<file path="src/assert_macros.svh">
// Assertion macros for the top-level RTL file of the sector color binner.
`ifndef ASSERT_MACROS_SVH
`define ASSERT_MACROS_SVH
`ifndef ASSERT_OFF
// Check a property on every rising clock edge while out of reset.
`define SCNB_ASSERT(lbl, clk, rst_n, prop, msg) \
    lbl: assert property (@(posedge clk) disable iff (!rst_n) (prop)) else $error(msg);
// Check that a condition implies another one on the next edge.
`define SCNB_ASSERT_NEXT(lbl, clk, rst_n, ante, cons, msg) \
    lbl: assert property (@(posedge clk) disable iff (!rst_n) (ante) |=> (cons)) else $error(msg);
`else
`define SCNB_ASSERT(lbl, clk, rst_n, prop, msg)
`define SCNB_ASSERT_NEXT(lbl, clk, rst_n, ante, cons, msg)
`endif
`endif

</file>
<file path="src/scnb_pkg.sv">
// Types, constants and codes shared by the sector color binner.
package scnb_pkg;

    localparam int NUM_SECTORS = 5;
    localparam int NUM_COLORS  = 4;
    localparam int NUM_CELLS   = NUM_SECTORS * NUM_COLORS;
    localparam int CELL_AW     = 5;
    localparam int COLOR_AW    = 2;

    localparam int OP_W        = 2;
    localparam int ANGLE_W     = 16;
    localparam int CFG_ANG_W   = 15;
    localparam int DIST_W      = 12;
    localparam int COLOR_W     = 3;
    localparam int SECTOR_W    = 3;
    localparam int LIFE_W      = 16;
    localparam int CFG_IDX_W   = 3;
    localparam int CFG_DATA_W  = 16;

    localparam logic [OP_W-1:0] OP_BLOB    = 2'd0;
    localparam logic [OP_W-1:0] OP_FLUSH   = 2'd1;
    localparam logic [OP_W-1:0] OP_RESTART = 2'd2;

    localparam logic [COLOR_W-1:0] COLOR_RED = 3'd3;

    localparam logic [CFG_IDX_W-1:0] CFG_FRONT_HALF = 3'd0;
    localparam logic [CFG_IDX_W-1:0] CFG_MID_ANGLE  = 3'd1;
    localparam logic [CFG_IDX_W-1:0] CFG_FAR_ANGLE  = 3'd2;
    localparam logic [CFG_IDX_W-1:0] CFG_MAX_DIST   = 3'd3;
    localparam logic [CFG_IDX_W-1:0] CFG_KILL_DIST  = 3'd4;
    localparam logic [CFG_IDX_W-1:0] CFG_INIT_LIFE  = 3'd5;

    localparam logic [CFG_ANG_W-1:0] RST_FRONT_HALF = 15'd2000;
    localparam logic [CFG_ANG_W-1:0] RST_MID_ANGLE  = 15'd6000;
    localparam logic [CFG_ANG_W-1:0] RST_FAR_ANGLE  = 15'd13000;
    localparam logic [DIST_W-1:0]    RST_MAX_DIST   = 12'd1600;
    localparam logic [DIST_W-1:0]    RST_KILL_DIST  = 12'd288;
    localparam logic [LIFE_W-1:0]    RST_INIT_LIFE  = 16'd1;

    typedef struct packed {
        logic [OP_W-1:0]           operation;
        logic signed [ANGLE_W-1:0] blob_angle;
        logic [DIST_W-1:0]         blob_distance;
        logic [COLOR_W-1:0]        blob_color;
    } t_in_item;

    typedef struct packed {
        logic [SECTOR_W-1:0] sector_index;
        logic [COLOR_AW-1:0] color_index;
        logic [DIST_W-1:0]   nearest_distance;
        logic [LIFE_W-1:0]   life_left;
        logic                last_cell;
    } t_out_item;

    typedef struct packed {
        logic [CFG_ANG_W-1:0] front_half_angle;
        logic [CFG_ANG_W-1:0] mid_angle;
        logic [CFG_ANG_W-1:0] far_angle;
        logic [DIST_W-1:0]    max_distance;
        logic [DIST_W-1:0]    kill_distance;
        logic [LIFE_W-1:0]    initial_life;
    } t_cfg;

    typedef struct packed {
        logic [CELL_AW-1:0] rd_addr;
        logic               wr_en;
        logic [CELL_AW-1:0] wr_addr;
        logic [DIST_W-1:0]  wr_data;
        logic               clear;
        logic [DIST_W-1:0]  clear_val;
    } t_tbl_req;

endpackage

</file>
<file path="src/sector_color_nearest_binner_core.sv">
// Top level of the sector color binner: command sequencer and life counter.
//
//  channel   direction  handshake                 payload
//  command   in         start, busy               i_item    (t_in_item)
//  result    out        o_strobe, no back-press   o_result  (t_out_item)
//  config    in         i_cfg_we                  i_cfg_idx, i_cfg_data
//
// A blob's accept beat reads its cell from the table, and then the
// read-modify-write state (busy high) writes the smaller distance back.
// A flush holds busy while it walks the table one cell a cycle; its 20
// result beats pass through the table read register and the result register.
// A restart and operation code three leave busy low.
// Reset is synchronous and active low; it loads the register defaults, sets
// the life count to one and marks every cell empty at once (no clearing pass).
// Results are shown for exactly one cycle: the receiver cannot stall them.
`include "assert_macros.svh"

module sector_color_nearest_binner_core (
    input  logic                              i_clk,
    input  logic                              i_rst_n,
    input  logic                              start,
    output logic                              busy,
    input  scnb_pkg::t_in_item                i_item,
    output logic                              o_strobe,
    output scnb_pkg::t_out_item               o_result,
    input  logic                              i_cfg_we,
    input  logic [scnb_pkg::CFG_IDX_W-1:0]    i_cfg_idx,
    input  logic [scnb_pkg::CFG_DATA_W-1:0]   i_cfg_data
);

    localparam logic [scnb_pkg::CELL_AW-1:0] LAST_CELL =
        scnb_pkg::CELL_AW'(scnb_pkg::NUM_CELLS - 1);

    typedef enum logic [2:0] {
        S_IDLE  = 3'b001,
        S_RMW   = 3'b010,
        S_FLUSH = 3'b100
    } t_state;

    scnb_pkg::t_cfg       w_cfg;
    scnb_pkg::t_tbl_req   w_req;
    scnb_pkg::t_out_item  r_out;
    scnb_pkg::t_out_item  n_out;

    t_state                              r_state;
    t_state                              n_state;
    logic [scnb_pkg::CELL_AW-1:0]        r_cnt;
    logic [scnb_pkg::CELL_AW-1:0]        n_cnt;
    logic [scnb_pkg::LIFE_W-1:0]         r_life;
    logic [scnb_pkg::LIFE_W-1:0]         n_life;
    logic                                r_strobe;
    logic                                n_strobe;
    logic [scnb_pkg::CELL_AW-1:0]        r_cell;
    logic [scnb_pkg::DIST_W-1:0]         r_dist;
    logic                                r_bin;

    logic                                w_accept;
    logic                                w_blob_ok;
    logic                                w_sec_hit;
    logic [scnb_pkg::SECTOR_W-1:0]       w_sector;
    logic                                w_bin;
    logic [scnb_pkg::CELL_AW-1:0]        w_cell;
    logic [scnb_pkg::DIST_W-1:0]         w_rd_data;
    logic                                w_last;
    logic                                w_flush_go;
    logic                                w_restart_go;
    logic                                w_last_beat;
    logic                                w_first_beat;

    scnb_cfg_regs u_cfg (
        .i_clk      (i_clk),
        .i_rst_n    (i_rst_n),
        .i_cfg_we   (i_cfg_we),
        .i_cfg_idx  (i_cfg_idx),
        .i_cfg_data (i_cfg_data),
        .o_cfg      (w_cfg)
    );

    scnb_sector u_sector (
        .i_angle  (i_item.blob_angle),
        .i_front  (w_cfg.front_half_angle),
        .i_mid    (w_cfg.mid_angle),
        .i_far    (w_cfg.far_angle),
        .o_hit    (w_sec_hit),
        .o_sector (w_sector)
    );

    scnb_table u_table (
        .i_clk     (i_clk),
        .i_rst_n   (i_rst_n),
        .i_req     (w_req),
        .o_rd_data (w_rd_data)
    );

    assign busy     = (r_state != S_IDLE);
    assign w_accept = start && !busy;
    assign w_last   = (r_cnt == LAST_CELL);

    // A blob at or beyond the cutoff is dropped before any other check.
    assign w_blob_ok = w_accept && (i_item.operation == scnb_pkg::OP_BLOB)
                    && (i_item.blob_distance < w_cfg.max_distance);
    assign w_bin     = w_blob_ok && w_sec_hit
                    && (i_item.blob_color < scnb_pkg::COLOR_W'(scnb_pkg::NUM_COLORS));
    // Cell index is sector * 4 + color; park it at zero when the blob is not binned.
    assign w_cell    = w_bin ? {w_sector, i_item.blob_color[scnb_pkg::COLOR_AW-1:0]} : '0;

    always_comb begin
        n_state  = r_state;
        n_cnt    = r_cnt;
        n_life   = r_life;
        n_strobe = 1'b0;
        n_out    = r_out;

        w_req.rd_addr   = '0;
        w_req.wr_en     = 1'b0;
        w_req.wr_addr   = r_cell;
        w_req.wr_data   = r_dist;
        w_req.clear     = 1'b0;
        w_req.clear_val = w_cfg.max_distance;

        unique case (r_state)
            S_IDLE: begin
                if (w_accept) begin
                    unique case (i_item.operation)
                        scnb_pkg::OP_BLOB: begin
                            w_req.rd_addr = w_cell;
                            // Close red hit costs one life, floor at zero.
                            if (w_blob_ok && i_item.blob_color == scnb_pkg::COLOR_RED
                                && i_item.blob_distance < w_cfg.kill_distance
                                && r_life != '0) begin
                                n_life = r_life - 1'b1;
                            end
                            n_state = S_RMW;
                        end
                        scnb_pkg::OP_FLUSH: begin
                            w_req.rd_addr = '0;
                            n_cnt         = '0;
                            n_state       = S_FLUSH;
                        end
                        scnb_pkg::OP_RESTART: begin
                            n_life      = w_cfg.initial_life;
                            w_req.clear = 1'b1;
                        end
                        default: begin
                        end
                    endcase
                end
            end
            S_RMW: begin
                // Keep the nearer of the stored and the new distance.
                w_req.wr_en = r_bin && (r_dist < w_rd_data);
                n_state     = S_IDLE;
            end
            S_FLUSH: begin
                // Emit the cell read last cycle and fetch the next one; after the last cell, clear the table.
                n_strobe               = 1'b1;
                n_out.sector_index     = r_cnt[scnb_pkg::CELL_AW-1:scnb_pkg::COLOR_AW];
                n_out.color_index      = r_cnt[scnb_pkg::COLOR_AW-1:0];
                n_out.nearest_distance = w_rd_data;
                n_out.life_left        = r_life;
                n_out.last_cell        = w_last;
                if (w_last) begin
                    w_req.clear = 1'b1;
                    n_state     = S_IDLE;
                end else begin
                    w_req.rd_addr = r_cnt + 1'b1;
                    n_cnt         = r_cnt + 1'b1;
                end
            end
            default: begin
                n_state = S_IDLE;
            end
        endcase
    end

    always_ff @(posedge i_clk) begin
        if (!i_rst_n) begin
            r_state  <= S_IDLE;
            r_cnt    <= '0;
            r_life   <= scnb_pkg::RST_INIT_LIFE;
            r_strobe <= 1'b0;
        end else begin
            r_state  <= n_state;
            r_cnt    <= n_cnt;
            r_life   <= n_life;
            r_strobe <= n_strobe;
        end
    end

    // Payload: hold the blob for its write-back cycle and the result beat.
    always_ff @(posedge i_clk) begin
        r_out <= n_out;
        if (w_accept) begin
            r_cell <= w_cell;
            r_dist <= i_item.blob_distance;
            r_bin  <= w_bin;
        end
    end

    assign o_strobe = r_strobe;
    assign o_result = r_out;

    assign w_flush_go   = w_accept && (i_item.operation == scnb_pkg::OP_FLUSH);
    assign w_restart_go = w_accept && (i_item.operation == scnb_pkg::OP_RESTART);
    assign w_last_beat  = o_strobe && o_result.last_cell;
    assign w_first_beat = o_strobe && (o_result.sector_index == '0)
                       && (o_result.color_index == '0);

    `SCNB_ASSERT_NEXT(a_rmw_one_cycle, i_clk, i_rst_n, r_state == S_RMW, !busy, "rmw stuck")
    `SCNB_ASSERT_NEXT(a_life_no_rise, i_clk, i_rst_n, !w_restart_go, r_life <= $past(r_life), "life up")
    `SCNB_ASSERT_NEXT(a_last_ends_flush, i_clk, i_rst_n, w_last_beat, !o_strobe, "beat after last")
    `SCNB_ASSERT(a_flush_emits, i_clk, i_rst_n, w_flush_go |-> ##2 w_first_beat, "first cell late")

endmodule

</file>
<file path="src/scnb_cfg_regs.sv">
// Configuration register file of the sector color binner.
module scnb_cfg_regs (
    input  logic                              i_clk,
    input  logic                              i_rst_n,
    input  logic                              i_cfg_we,
    input  logic [scnb_pkg::CFG_IDX_W-1:0]    i_cfg_idx,
    input  logic [scnb_pkg::CFG_DATA_W-1:0]   i_cfg_data,
    output scnb_pkg::t_cfg                    o_cfg
);

    scnb_pkg::t_cfg r_cfg;

    // Write by index; drop writes past the register list.
    always_ff @(posedge i_clk) begin
        if (!i_rst_n) begin
            r_cfg.front_half_angle <= scnb_pkg::RST_FRONT_HALF;
            r_cfg.mid_angle        <= scnb_pkg::RST_MID_ANGLE;
            r_cfg.far_angle        <= scnb_pkg::RST_FAR_ANGLE;
            r_cfg.max_distance     <= scnb_pkg::RST_MAX_DIST;
            r_cfg.kill_distance    <= scnb_pkg::RST_KILL_DIST;
            r_cfg.initial_life     <= scnb_pkg::RST_INIT_LIFE;
        end else if (i_cfg_we) begin
            unique case (i_cfg_idx)
                scnb_pkg::CFG_FRONT_HALF: begin
                    r_cfg.front_half_angle <= i_cfg_data[scnb_pkg::CFG_ANG_W-1:0];
                end
                scnb_pkg::CFG_MID_ANGLE: begin
                    r_cfg.mid_angle <= i_cfg_data[scnb_pkg::CFG_ANG_W-1:0];
                end
                scnb_pkg::CFG_FAR_ANGLE: begin
                    r_cfg.far_angle <= i_cfg_data[scnb_pkg::CFG_ANG_W-1:0];
                end
                scnb_pkg::CFG_MAX_DIST: begin
                    r_cfg.max_distance <= i_cfg_data[scnb_pkg::DIST_W-1:0];
                end
                scnb_pkg::CFG_KILL_DIST: begin
                    r_cfg.kill_distance <= i_cfg_data[scnb_pkg::DIST_W-1:0];
                end
                scnb_pkg::CFG_INIT_LIFE: begin
                    r_cfg.initial_life <= i_cfg_data[scnb_pkg::LIFE_W-1:0];
                end
                default: begin
                end
            endcase
        end
    end

    assign o_cfg = r_cfg;

endmodule

</file>
<file path="src/scnb_sector.sv">
// Angle to sector classifier of the sector color binner.
module scnb_sector (
    input  logic signed [scnb_pkg::ANGLE_W-1:0]   i_angle,
    input  logic [scnb_pkg::CFG_ANG_W-1:0]        i_front,
    input  logic [scnb_pkg::CFG_ANG_W-1:0]        i_mid,
    input  logic [scnb_pkg::CFG_ANG_W-1:0]        i_far,
    output logic                                  o_hit,
    output logic [scnb_pkg::SECTOR_W-1:0]         o_sector
);

    localparam int CW = scnb_pkg::ANGLE_W + 1;

    logic signed [CW-1:0] w_a;
    logic signed [CW-1:0] w_f;
    logic signed [CW-1:0] w_m;
    logic signed [CW-1:0] w_r;

    assign w_a = CW'(i_angle);
    assign w_f = $signed({2'b00, i_front});
    assign w_m = $signed({2'b00, i_mid});
    assign w_r = $signed({2'b00, i_far});

    // First matching band wins, so odd threshold orders just empty some bands.
    always_comb begin
        o_hit    = 1'b1;
        o_sector = 3'd0;
        priority if (w_a >= -w_f && w_a <= w_f) begin
            o_sector = 3'd0;
        end else if (w_a > w_f && w_a <= w_m) begin
            o_sector = 3'd1;
        end else if (w_a > w_m && w_a <= w_r) begin
            o_sector = 3'd2;
        end else if (w_a > -w_m && w_a <= -w_f) begin
            o_sector = 3'd3;
        end else if (w_a > -w_r && w_a <= -w_m) begin
            o_sector = 3'd4;
        end else begin
            o_hit = 1'b0;
        end
    end

endmodule

</file>
<file path="src/scnb_table.sv">
// Nearest distance table: cell memory with valid bits and a clear value.
module scnb_table (
    input  logic                           i_clk,
    input  logic                           i_rst_n,
    input  scnb_pkg::t_tbl_req             i_req,
    output logic [scnb_pkg::DIST_W-1:0]    o_rd_data
);

    logic [scnb_pkg::DIST_W-1:0]    r_mem [scnb_pkg::NUM_CELLS];
    logic [scnb_pkg::DIST_W-1:0]    r_rd_data;
    logic [scnb_pkg::NUM_CELLS-1:0] r_valid;
    logic                           r_rd_vld;
    logic [scnb_pkg::DIST_W-1:0]    r_clear_val;

    always_ff @(posedge i_clk) begin
        if (i_req.wr_en) begin
            r_mem[i_req.wr_addr] <= i_req.wr_data;
        end
        r_rd_data <= r_mem[i_req.rd_addr];
    end

    // A cell not written since the last clear reads as the clear value.
    always_ff @(posedge i_clk) begin
        if (!i_rst_n) begin
            r_valid     <= '0;
            r_rd_vld    <= 1'b0;
            r_clear_val <= scnb_pkg::RST_MAX_DIST;
        end else begin
            r_rd_vld <= r_valid[i_req.rd_addr];
            if (i_req.clear) begin
                r_valid     <= '0;
                r_clear_val <= i_req.clear_val;
            end else if (i_req.wr_en) begin
                r_valid[i_req.wr_addr] <= 1'b1;
            end
        end
    end

    assign o_rd_data = r_rd_vld ? r_rd_data : r_clear_val;

endmodule

</file>
<file path="config.mk">
export PLATFORM = sky130hd
export DESIGN_NAME = sector_color_nearest_binner_core
export DESIGN_NICKNAME = d
export VERILOG_FILES = /design/src/scnb_pkg.sv /design/src/sector_color_nearest_binner_core.sv /design/src/scnb_cfg_regs.sv /design/src/scnb_sector.sv /design/src/scnb_table.sv
export VERILOG_INCLUDE_DIRS = /design/src /design/src/src
export SDC_FILE = /design/constraint.sdc
export NUM_CORES = 1
export LEC_CHECK = 0
export BUFFER_PORTS_ARGS = -buffer_cell sky130_fd_sc_hd__buf_2
export CAP_MARGIN = 20
export CORE_MARGIN = 10
export CORE_UTILIZATION = 42
export CTS_BUF_LIST = sky130_fd_sc_hd__clkbuf_4 sky130_fd_sc_hd__clkbuf_8 sky130_fd_sc_hd__clkbuf_16
export CTS_CLUSTER_DIAMETER = 30
export DETAILED_ROUTE_END_ITERATION = 10
export HOLD_SLACK_MARGIN = 0.03
export PLACE_DENSITY = 0.64
export SLEW_MARGIN = 20
export SYNTH_ARGS = -nofsm -noshare
export SYNTH_HDL_FRONTEND = slang
export SYNTH_SLANG_ARGS = --single-unit
</file>
<file path="constraint.sdc">
create_clock -name i_clk -period 13.8 [get_ports i_clk]
set_clock_uncertainty 0.05 [all_clocks]
set_input_delay 0 -clock i_clk [delete_from_list [all_inputs] [get_ports i_clk]]
set_output_delay 0 -clock i_clk [all_outputs]
set_load 0.005 [all_outputs]
</file>
==> results.toml, run 1 <==
[sta]
hold_violations = 0
maxSlewViolCount = 0
period_needed_ns = 6.353
fmax_mhz = 157.4
setup_tns_ns = 0
worst_pin_slew_ns = 1.025
fin_crit_sh = 0.4603
rsz0062_at_grt = "false"
relSlewSlack = 0.3144
setup_viol = 0

[logic_synthesis]
synth_common_cells = "edfxtp_1, nand2_1, dfxtp_1"
synth-seq-cells = 447
synth_cell_types = 71
yosysTopAreaCell = "edfxtp_1"
netlist_area_um2 = 21330
syn_area_per_cell_um2 = 11.31
ys.flop_type = "edfxtp_1"
synth_top_area_frac = 0.4111
synth_edf_count = 292
synth_area_leaders = "edfxtp_1, dfxtp_1, ha_1, mux2i_1, nand2_1"
synthCells = 1885
seq_area_frac_synth = 0.5566
ys_warn_count = 0
async_flop_share = 0
synth_most_common_cell = "edfxtp_1"
synth_nets = 2072

[finish]
finalNetCount = 2259
fillers = 4334
drive_gt1_frac = 0.1536
diodes = 0
syn2layout_area_growth_pct = 22.56
post-route-util = 0.5210

[pwr]
p_leak_nw = 10.39
p_total_mw = 3.813
power_density_nw_per_um2 = 145.9
vdd_drop_max_mv = 0.1287

[worst_setup_path]
crit_fanout = 47
cp.required_ns = 14.22
critPathLaunchType = "register"
path_cells = "nor4_1 > nand3_1 > nor4_1 > and3_1 > nand2_1 > xnor2_1 > ha_1 > nand4_1 > nor2_1 > a221oi_1 > a21o_1 > nand3_1 > o2bb2ai_1 > a211oi_4 > buf_4 > buf_4 > buf_16 > mux2_2 > o211ai_1 > nand4_1"
slowest_stage = "nor4_1"
crit_arrival_ns = 6.78
end_kind = "register"
crit_path_max_incr_delay_ns = 0.73
crit_type = "reg -> reg"

[clock_network]
clkSlewWorstSetupHoldPaths_ns = 0.05
postCtsSetupRepairBufs = 0
cts_made_buffers = 87
clockRootBuffer = "clkbuf_16"
cts_buffer_depth = 3
clock_latency_ns = 0.62
cts_resized = 0
cts_hold_buf = 46
clock-sinks = 447
h-tree-depth = 3
cts_tree = "done"

[detailed_routing]
wl_per_cell_um = 20.31
vias_per_cell = 5.545
antenna_left = 0
drc = 0
vias = 15600
initialDrtViolationCount = 1140
first_pass_iters = 5
wl_um = 57160

[global_routing]
grt_max_degree = 79
grt-ovfl-total = 0
grt_pass1_vias = 15800
grt_usage = 0.1863
antenna_found_initial = 0
grt_pass1_wl_um = 88080

[die]
start_util = 0.4251
die_x_um = 245.3
core_region_area_um2 = 50170
fp.dieH_um = 245.3
rows = 82
die_area_um2 = 60190
ios = 92

[status]
run_status = "completed"

[placed_design]
routabilityCongestion = 0.9066
numPortBuffers = 91
dp_hpwl_um = 38130

[min_path]
hold_path.class = "in -> reg"

[flow_run]
maxCapViolations = 0
layout by cell type (no fill, tap or decap), drive strengths merged, types with 5 or more instances in the layout:
| cell type | n |
|---|---|
| inv | 111 |
| and4 | 8 |
| a21oi | 125 |
| xnor2 | 36 |
| bufinv | 10 |
| a21boi | 9 |
| clkinv | 22 |
| mux2 | 19 |
| ha | 131 |
| o21ai | 54 |
| a211o | 10 |
| o31ai | 8 |
| o22ai | 26 |
| mux2i | 133 |
| nand4b | 5 |
| nand2 | 265 |
| clkbuf | 103 |
| a31oi | 11 |
| dlygate4sd3 | 46 |
| or2 | 6 |
| o211ai | 51 |
| nor4 | 17 |
| nor3 | 40 |
| nor2b | 19 |
| clkinvlp | 11 |
| nand3b | 5 |
| nand3 | 33 |
| nand2b | 16 |
| dfxtp | 155 |
| o32ai | 9 |
| a211oi | 26 |
| a21o | 23 |
| edfxtp | 292 |
| nor2 | 72 |
| or3 | 22 |
| buf | 122 |
| o21a | 11 |
| nand4 | 35 |
final timing paths:
kind	slack (ns)	cells past startpoint	end	start
hold / removal	0.14	2	r_dist[11]	i_item[14]
hold reg to reg	0.40	2	u_table.r_valid[13]	u_table.r_valid[13]
setup reg to reg	7.45	20	u_table.r_rd_data[0]	u_cfg.o_cfg[72]
setup / recovery	7.45	20	u_table.r_rd_data[0]	u_cfg.o_cfg[72]
stage by stage:
stage | setup WS, ns | hold WS, ns | area [µm²] | std cells
floorplan | 8.905 | 0.02807 | 21330 | 1885
global placement | 7.408 | 0.1859 | 22540 | 2607
detailed placement | 7.202 | 0.2013 | 22550 | 2607
CTS | 7.131 | 0.1027 | 26090 | 2812
global route | 6.912 | 0.1314 | 26140 | 2814
finish | 7.447 | 0.1412 | 26140 | 2814
where the power goes:
group	total [mW]	leakage [nW]	internal, mW	switching, mW
registers	1.47	3.92	1.44	0.0235
clock network	2.17	1.49	1.44	0.725
logic	0.180	4.99	0.0677	0.112
total	3.81	10.4	2.95	0.861
worst max-delay path: cells and delay by family (launching register included):
family / cells / cell delay [ns]
muxes: 1 / 0.37
buffers and inverters: 3 / 1.45
adders and majority gates: 1 / 0.29
xor gates and xnor gates: 1 / 0.13
DFF: 1 / 0.35
AOI/OAI and AO/OA: 5 / 1.33
and+or+nand+nor: 9 / 2.20
registers in the layout, indices dropped and copies added, names as in the netlist, 12 cells and up:
| name | flops |
|---|---|
| o_result | 34 |
| u_table.r_valid | 20 |
| u_cfg.o_cfg | 85 |
| r_life | 16 |
| u_table.r_rd_data | 12 |
| u_table.r_mem | 240 |
| r_dist | 12 |
| u_table.r_clear_val | 12 |
logic make-up after synthesis:
logic type | synth area share
DFF | 0.5566
AOI/OAI and AO/OA | 0.1190
xor gates and xnor gates | 0.01602
buffers and inverters | 0.03508
muxes | 0.07245
and+or+nand+nor | 0.1240
adders and majority gates | 0.07685
metal layers:
metal,track usage,part of all wire,up-vias
li1,-,-,7425
met1,0.2280,0.42,7629
met2,0.3130,0.49,433
met3,0.04029,0.058,117
met4,0.07878,0.037,0
met5,0,0,-
area by class of cell:
cell class              count  area [µm²]  share of cell area
well taps                 672       840.8             0.03217
clock buffers             103        2405             0.09200
inverters                  98       367.9             0.01407
clock inverters            56       673.1             0.02575
repair buffers            168        1169             0.04471
multi-input cells        1270        8812              0.3371
flip-flops and latches    447       11870              0.4542
No activity file was read; power rests on OpenSTA's default activity.
==> run 2: changes to the inputs <==
clock period = 5.9 ns   (was 13.8 ns; I/O delays follow)
==> results.toml, run 2 (same netlist as run 1, synthesis figures left out) <==
[status]
run_status = "completed"

[pwr]
p_seq_frac = 0.375
p_leak_nw = 10.53
switching_share = 0.2177
p_clk_frac = 0.580
p_switching_mw = 1.996
cellInternalPower_mw = 7.171
power_density_nw_per_um2 = 347.2
p_comb_frac = 0.045
vdd_drop_max_mv = 0.2249

[die]
core_region_area_um2 = 50170
die_area_um2 = 60190
rows = 82
fp.dieH_um = 245.3
start_util = 0.4251
die_x_um = 245.3
ios = 92

[min_path]
hold_path.class = "in -> reg"

[global_routing]
grt_max_degree = 78
grt-ovfl-total = 0
grt_usage = 0.1851
antenna_found_initial = 0
grt_pass1_vias = 15830
grt_pass1_wl_um = 87820

[clock_network]
cts_made_buffers = 91
postCtsSetupRepairBufs = 0
clock_latency_ns = 0.62
cts_buffer_depth = 3
clockRootBuffer = "clkbuf_16"
h-tree-depth = 3
cts_tree = "done"
clkSlewWorstSetupHoldPaths_ns = 0.05
clock-sinks = 447

[finish]
final_cell_mix = "edfxtp_1, nand2_1, dfxtp_1"
largest_register_ffs = 240
drive_gt1_frac = 0.1611
syn2layout_area_growth_pct = 23.78
final_common_cell = "edfxtp_1"
fillers = 4297
finalNetCount = 2269
regMostFlops = "u_table.r_mem"
diodes = 0

[detailed_routing]
vias = 15550
antenna_left = 0
vias_per_cell = 5.492
wl_per_cell_um = 20.00
drc = 0
initialDrtViolationCount = 1131
wl_um = 56630
first_pass_iters = 5

[sta]
setup_tns_ns = 0
rsz0062_at_grt = "false"
worst_pin_slew_ns = 0.9938
relSlewSlack = 0.3350
setup_viol = 0
maxSlewViolCount = 0
fin_crit_sh = 0.9359
fmax_mhz = 181.1
hold_violations = 0
whs_ns = 0.1312
period_needed_ns = 5.522

[placed_design]
routabilityCongestion = 0.9223
dp_hpwl_um = 39210
numPortBuffers = 91

[worst_setup_path]
crit_arrival_ns = 5.95
critPathLaunchType = "register"
crit_type = "reg -> reg"
crit_fanout = 37
end_kind = "register"
cp.required_ns = 6.33

[flow_run]
maxCapViolations = 0
## run 2: final timing paths
check                     start                   end  slack (ns)  cells after the start
max             u_cfg.o_cfg[72]  u_table.r_rd_data[5]        0.38                     20
min                  i_item[14]            r_dist[11]        0.13                      2
max reg2reg     u_cfg.o_cfg[72]  u_table.r_rd_data[5]        0.38                     20
min reg2reg  u_table.r_valid[5]    u_table.r_valid[5]        0.40                      2
## run 2: final cells by class
class                      count  area [µm²]  area share
multi-input combinational   1270        8800      0.3333
clock buffer                 119        2562     0.09707
tap                          672       840.8     0.03185
timing repair buffer         174        1246     0.04721
sequential                   447       11870      0.4497
inverter                      98       367.9     0.01393
clock inverter                52       710.7     0.02692
## run 2: metal layers
layer / vias up / track usage / routed length [µm]
met3: 87 / 0.03312 / 2769
met5: - / 0 / 0
li1: 7440 / - / -
met4: 0 / 0.06281 / 1585
met1: 7591 / 0.2308 / 24130
met2: 435 / 0.3179 / 28140
## run 2: per-stage QoR
| step | power, mW | std cells | instance area [µm²] | utilization | setup slack, ns |
|---|---|---|---|---|---|
| 2_1_floorplan | 3.711 | 1885 | 21330 | - | 1.005 |
| 3_3_place_gp | 3.865 | 2619 | 22690 | 0.4523 | 0.3946 |
| 3_5_place_dp | 3.880 | 2619 | 22700 | 0.4524 | 0.3250 |
| 4_1_cts | 9.223 | 2832 | 26390 | 0.5261 | 0.2633 |
| 5_1_grt | 9.448 | 2832 | 26400 | 0.5262 | 0.04130 |
| 6_report | 9.167 | 2832 | 26400 | 0.5262 | 0.3782 |
## run 2: timing repair
item | in CTS | in global routing
gates resized for setup | 0 | 1
setup endpoints to repair | 0 | 7
endpoints found under the hold margin | 109 | 0
hold buffers | 42 | 0
## run 2: critical path: stages (launching register included)
cell and delay, ns:
dfxtp_1 0.36, nor4_1 0.47, buf_4 0.21, nand3_1 0.12, nor4_2 0.29, nand3_1 0.20
nor4_1 0.32, ha_1 0.33, a21oi_1 0.14, nand2_1 0.07, a221oi_1 0.48, a21o_1 0.27
nand3_1 0.17, o2bb2ai_1 0.27, a211oi_4 0.30, buf_12 0.24, buf_12 0.26, mux2i_1 0.24
o22ai_1 0.09, o21ai_0 0.33, nand4_1 0.15
## run 2: power groups by stage
| stage | combinational (mW) | sequential, mW | clock, mW |
|---|---|---|---|
| final | 0.417 | 3.43 | 5.32 |
| after CTS | 0.415 | 3.43 | 5.37 |
| after global routing | 0.462 | 3.44 | 5.55 |
| after global placement | 0.378 | 3.49 | 0 |
| after floorplan | 0.251 | 3.46 | 0 |
| after detailed placement | 0.391 | 3.49 | 0 |
==> run 3: changes to the inputs <==
PLACE_DENSITY = 0.68   (was 0.64)
RECOVER_POWER = 100   (was unset)
==> results.toml, run 3 (same netlist as run 1, synthesis figures left out) <==
[sta]
worst_pin_slew_ns = 3.127
whs_ns = 0.09045
hold_violations = 0
setup_viol = 0
relSlewSlack = -1.085
fmax_mhz = 184.2
period_needed_ns = 5.428
setup_tns_ns = 0
fin_crit_sh = 0.9201
maxSlewViolCount = 48
rsz0062_at_grt = "false"

[clock_network]
clockRootBuffer = "clkbuf_16"
cts_made_buffers = 82
cts_buffer_depth = 3
clock_latency_ns = 0.62
clkSlewWorstSetupHoldPaths_ns = 0.05
clock-sinks = 447
cts_tree = "done"
cts_hold_buf = 46
h-tree-depth = 3
postCtsSetupRepairBufs = 0
cts_resized = 0

[worst_setup_path]
crit_fanout = 64
cp.required_ns = 6.40
critPathLaunchType = "primary input"
critical-path-top-delay-family = "buffers and inverters"
path_cells = "dlygate4sd3_1 > buf_2 > clkbuf_1 > inv_1 > buf_4 > nor4_1 > dlygate4sd3_1"
cp_common_cell = "dlygate4sd3_1"
crit_path_max_incr_delay_ns = 2.19
end_kind = "register"
crit_type = "in -> reg"
path_buf_inv = 6
crit_arrival_ns = 5.93
slowest_stage = "clkbuf_1"

[global_routing]
grt-ovfl-total = 0
grt_pass1_wl_um = 89710
antenna_found_initial = 0
grt_usage = 0.1886
grt_max_degree = 78
grt_pass1_vias = 16240

[finish]
final_common_cell = "edfxtp_1"
syn2layout_area_growth_pct = 21.62
finalNonFillerCells = 2821
finalNetCount = 2267
largest_register_ffs = 240
diodes = 0
final_cell_mix = "edfxtp_1, nand2_1, dfxtp_1"
regMostFlops = "u_table.r_mem"
fillers = 4316
drive_gt1_frac = 0.1182

[detailed_routing]
vias_per_cell = 5.635
drc = 0
vias = 15900
first_pass_iters = 5
antenna_left = 0
wl_um = 57520
initialDrtViolationCount = 1421
wl_per_cell_um = 20.39

[pwr]
cellInternalPower_mw = 6.824
power_density_nw_per_um2 = 338.9
switching_share = 0.2237
p_switching_mw = 1.966
vdd_drop_max_mv = 0.2445
p_seq_frac = 0.390
p_comb_frac = 0.047
p_leak_nw = 10.18
p_clk_frac = 0.562

[die]
rows = 82
die_area_um2 = 60190
start_util = 0.4251
die_x_um = 245.3
ios = 92
core_region_area_um2 = 50170
fp.dieH_um = 245.3

[placed_design]
numPortBuffers = 91
place_inst = 2622
routabilityCongestion = 0.9018
dp_hpwl_um = 38610

[status]
run_status = "finished with violations"
violations = "max-capacitance violations, max-slew violations"

[min_path]
hold_path.class = "in -> reg"

[flow_run]
maxCapViolations = 1
run 3: area by class of cell:
cell class                 count  area [µm²]  area share
clock buffer                  93        2212     0.08528
clock inverter                60       745.7     0.02875
inverter                      98       367.9     0.01418
multi-input combinational   1270        8753      0.3375
sequential                   447       11870      0.4577
tap                          672       840.8     0.03242
timing repair buffer         181        1147     0.04423
run 3: worst min-delay path: cells and delay by family:
kind	cells	cell delay [ns]
AO/OA/AOI/OAI	2	0.16
buffers and inverters	1	0.09
AND/OR/NAND/NOR	3	0.33
run 3: power by group through the flow:
stage	clock network [mW]	registers (mW)	logic (mW)
floorplan	0	3.46	0.251
global placement	0	3.49	0.373
detailed placement	0	3.49	0.389
CTS	4.99	3.43	0.413
global route	5.16	3.43	0.462
finish	4.94	3.43	0.416
run 3: worst paths after layout:
kind	end	startpoint	slack (ns)	cells after the start
worst max-delay path	r_state[1]	i_rst_n	0.47	7
worst min-delay path	r_cell[1]	i_item[2]	0.09	6
worst max register to register	u_table.r_rd_data[4]	u_cfg.o_cfg[57]	0.48	21
worst min register to register	u_table.r_valid[11]	u_table.r_valid[11]	0.40	2
run 3: through the flow:
step / setup WS, ns / total power, mW / cell area, µm² / utilization
finish: 0.4715 / 8.790 / 25940 / 0.5170
global route: 0.03267 / 9.054 / 25940 / 0.5170
CTS: 0.4631 / 8.839 / 26110 / 0.5203
detailed placement: 0.4852 / 3.879 / 22690 / 0.4522
global placement: 0.6444 / 3.861 / 22680 / 0.4521
floorplan: 1.005 / 3.711 / 21330 / -
run 3: metal layers:
layer | global-route usage | wire length (µm)
met5 | 0 | 0
met4 | 0.06970 | 1879
met2 | 0.3169 | 28020
met3 | 0.03779 | 3420
met1 | 0.2365 | 24200
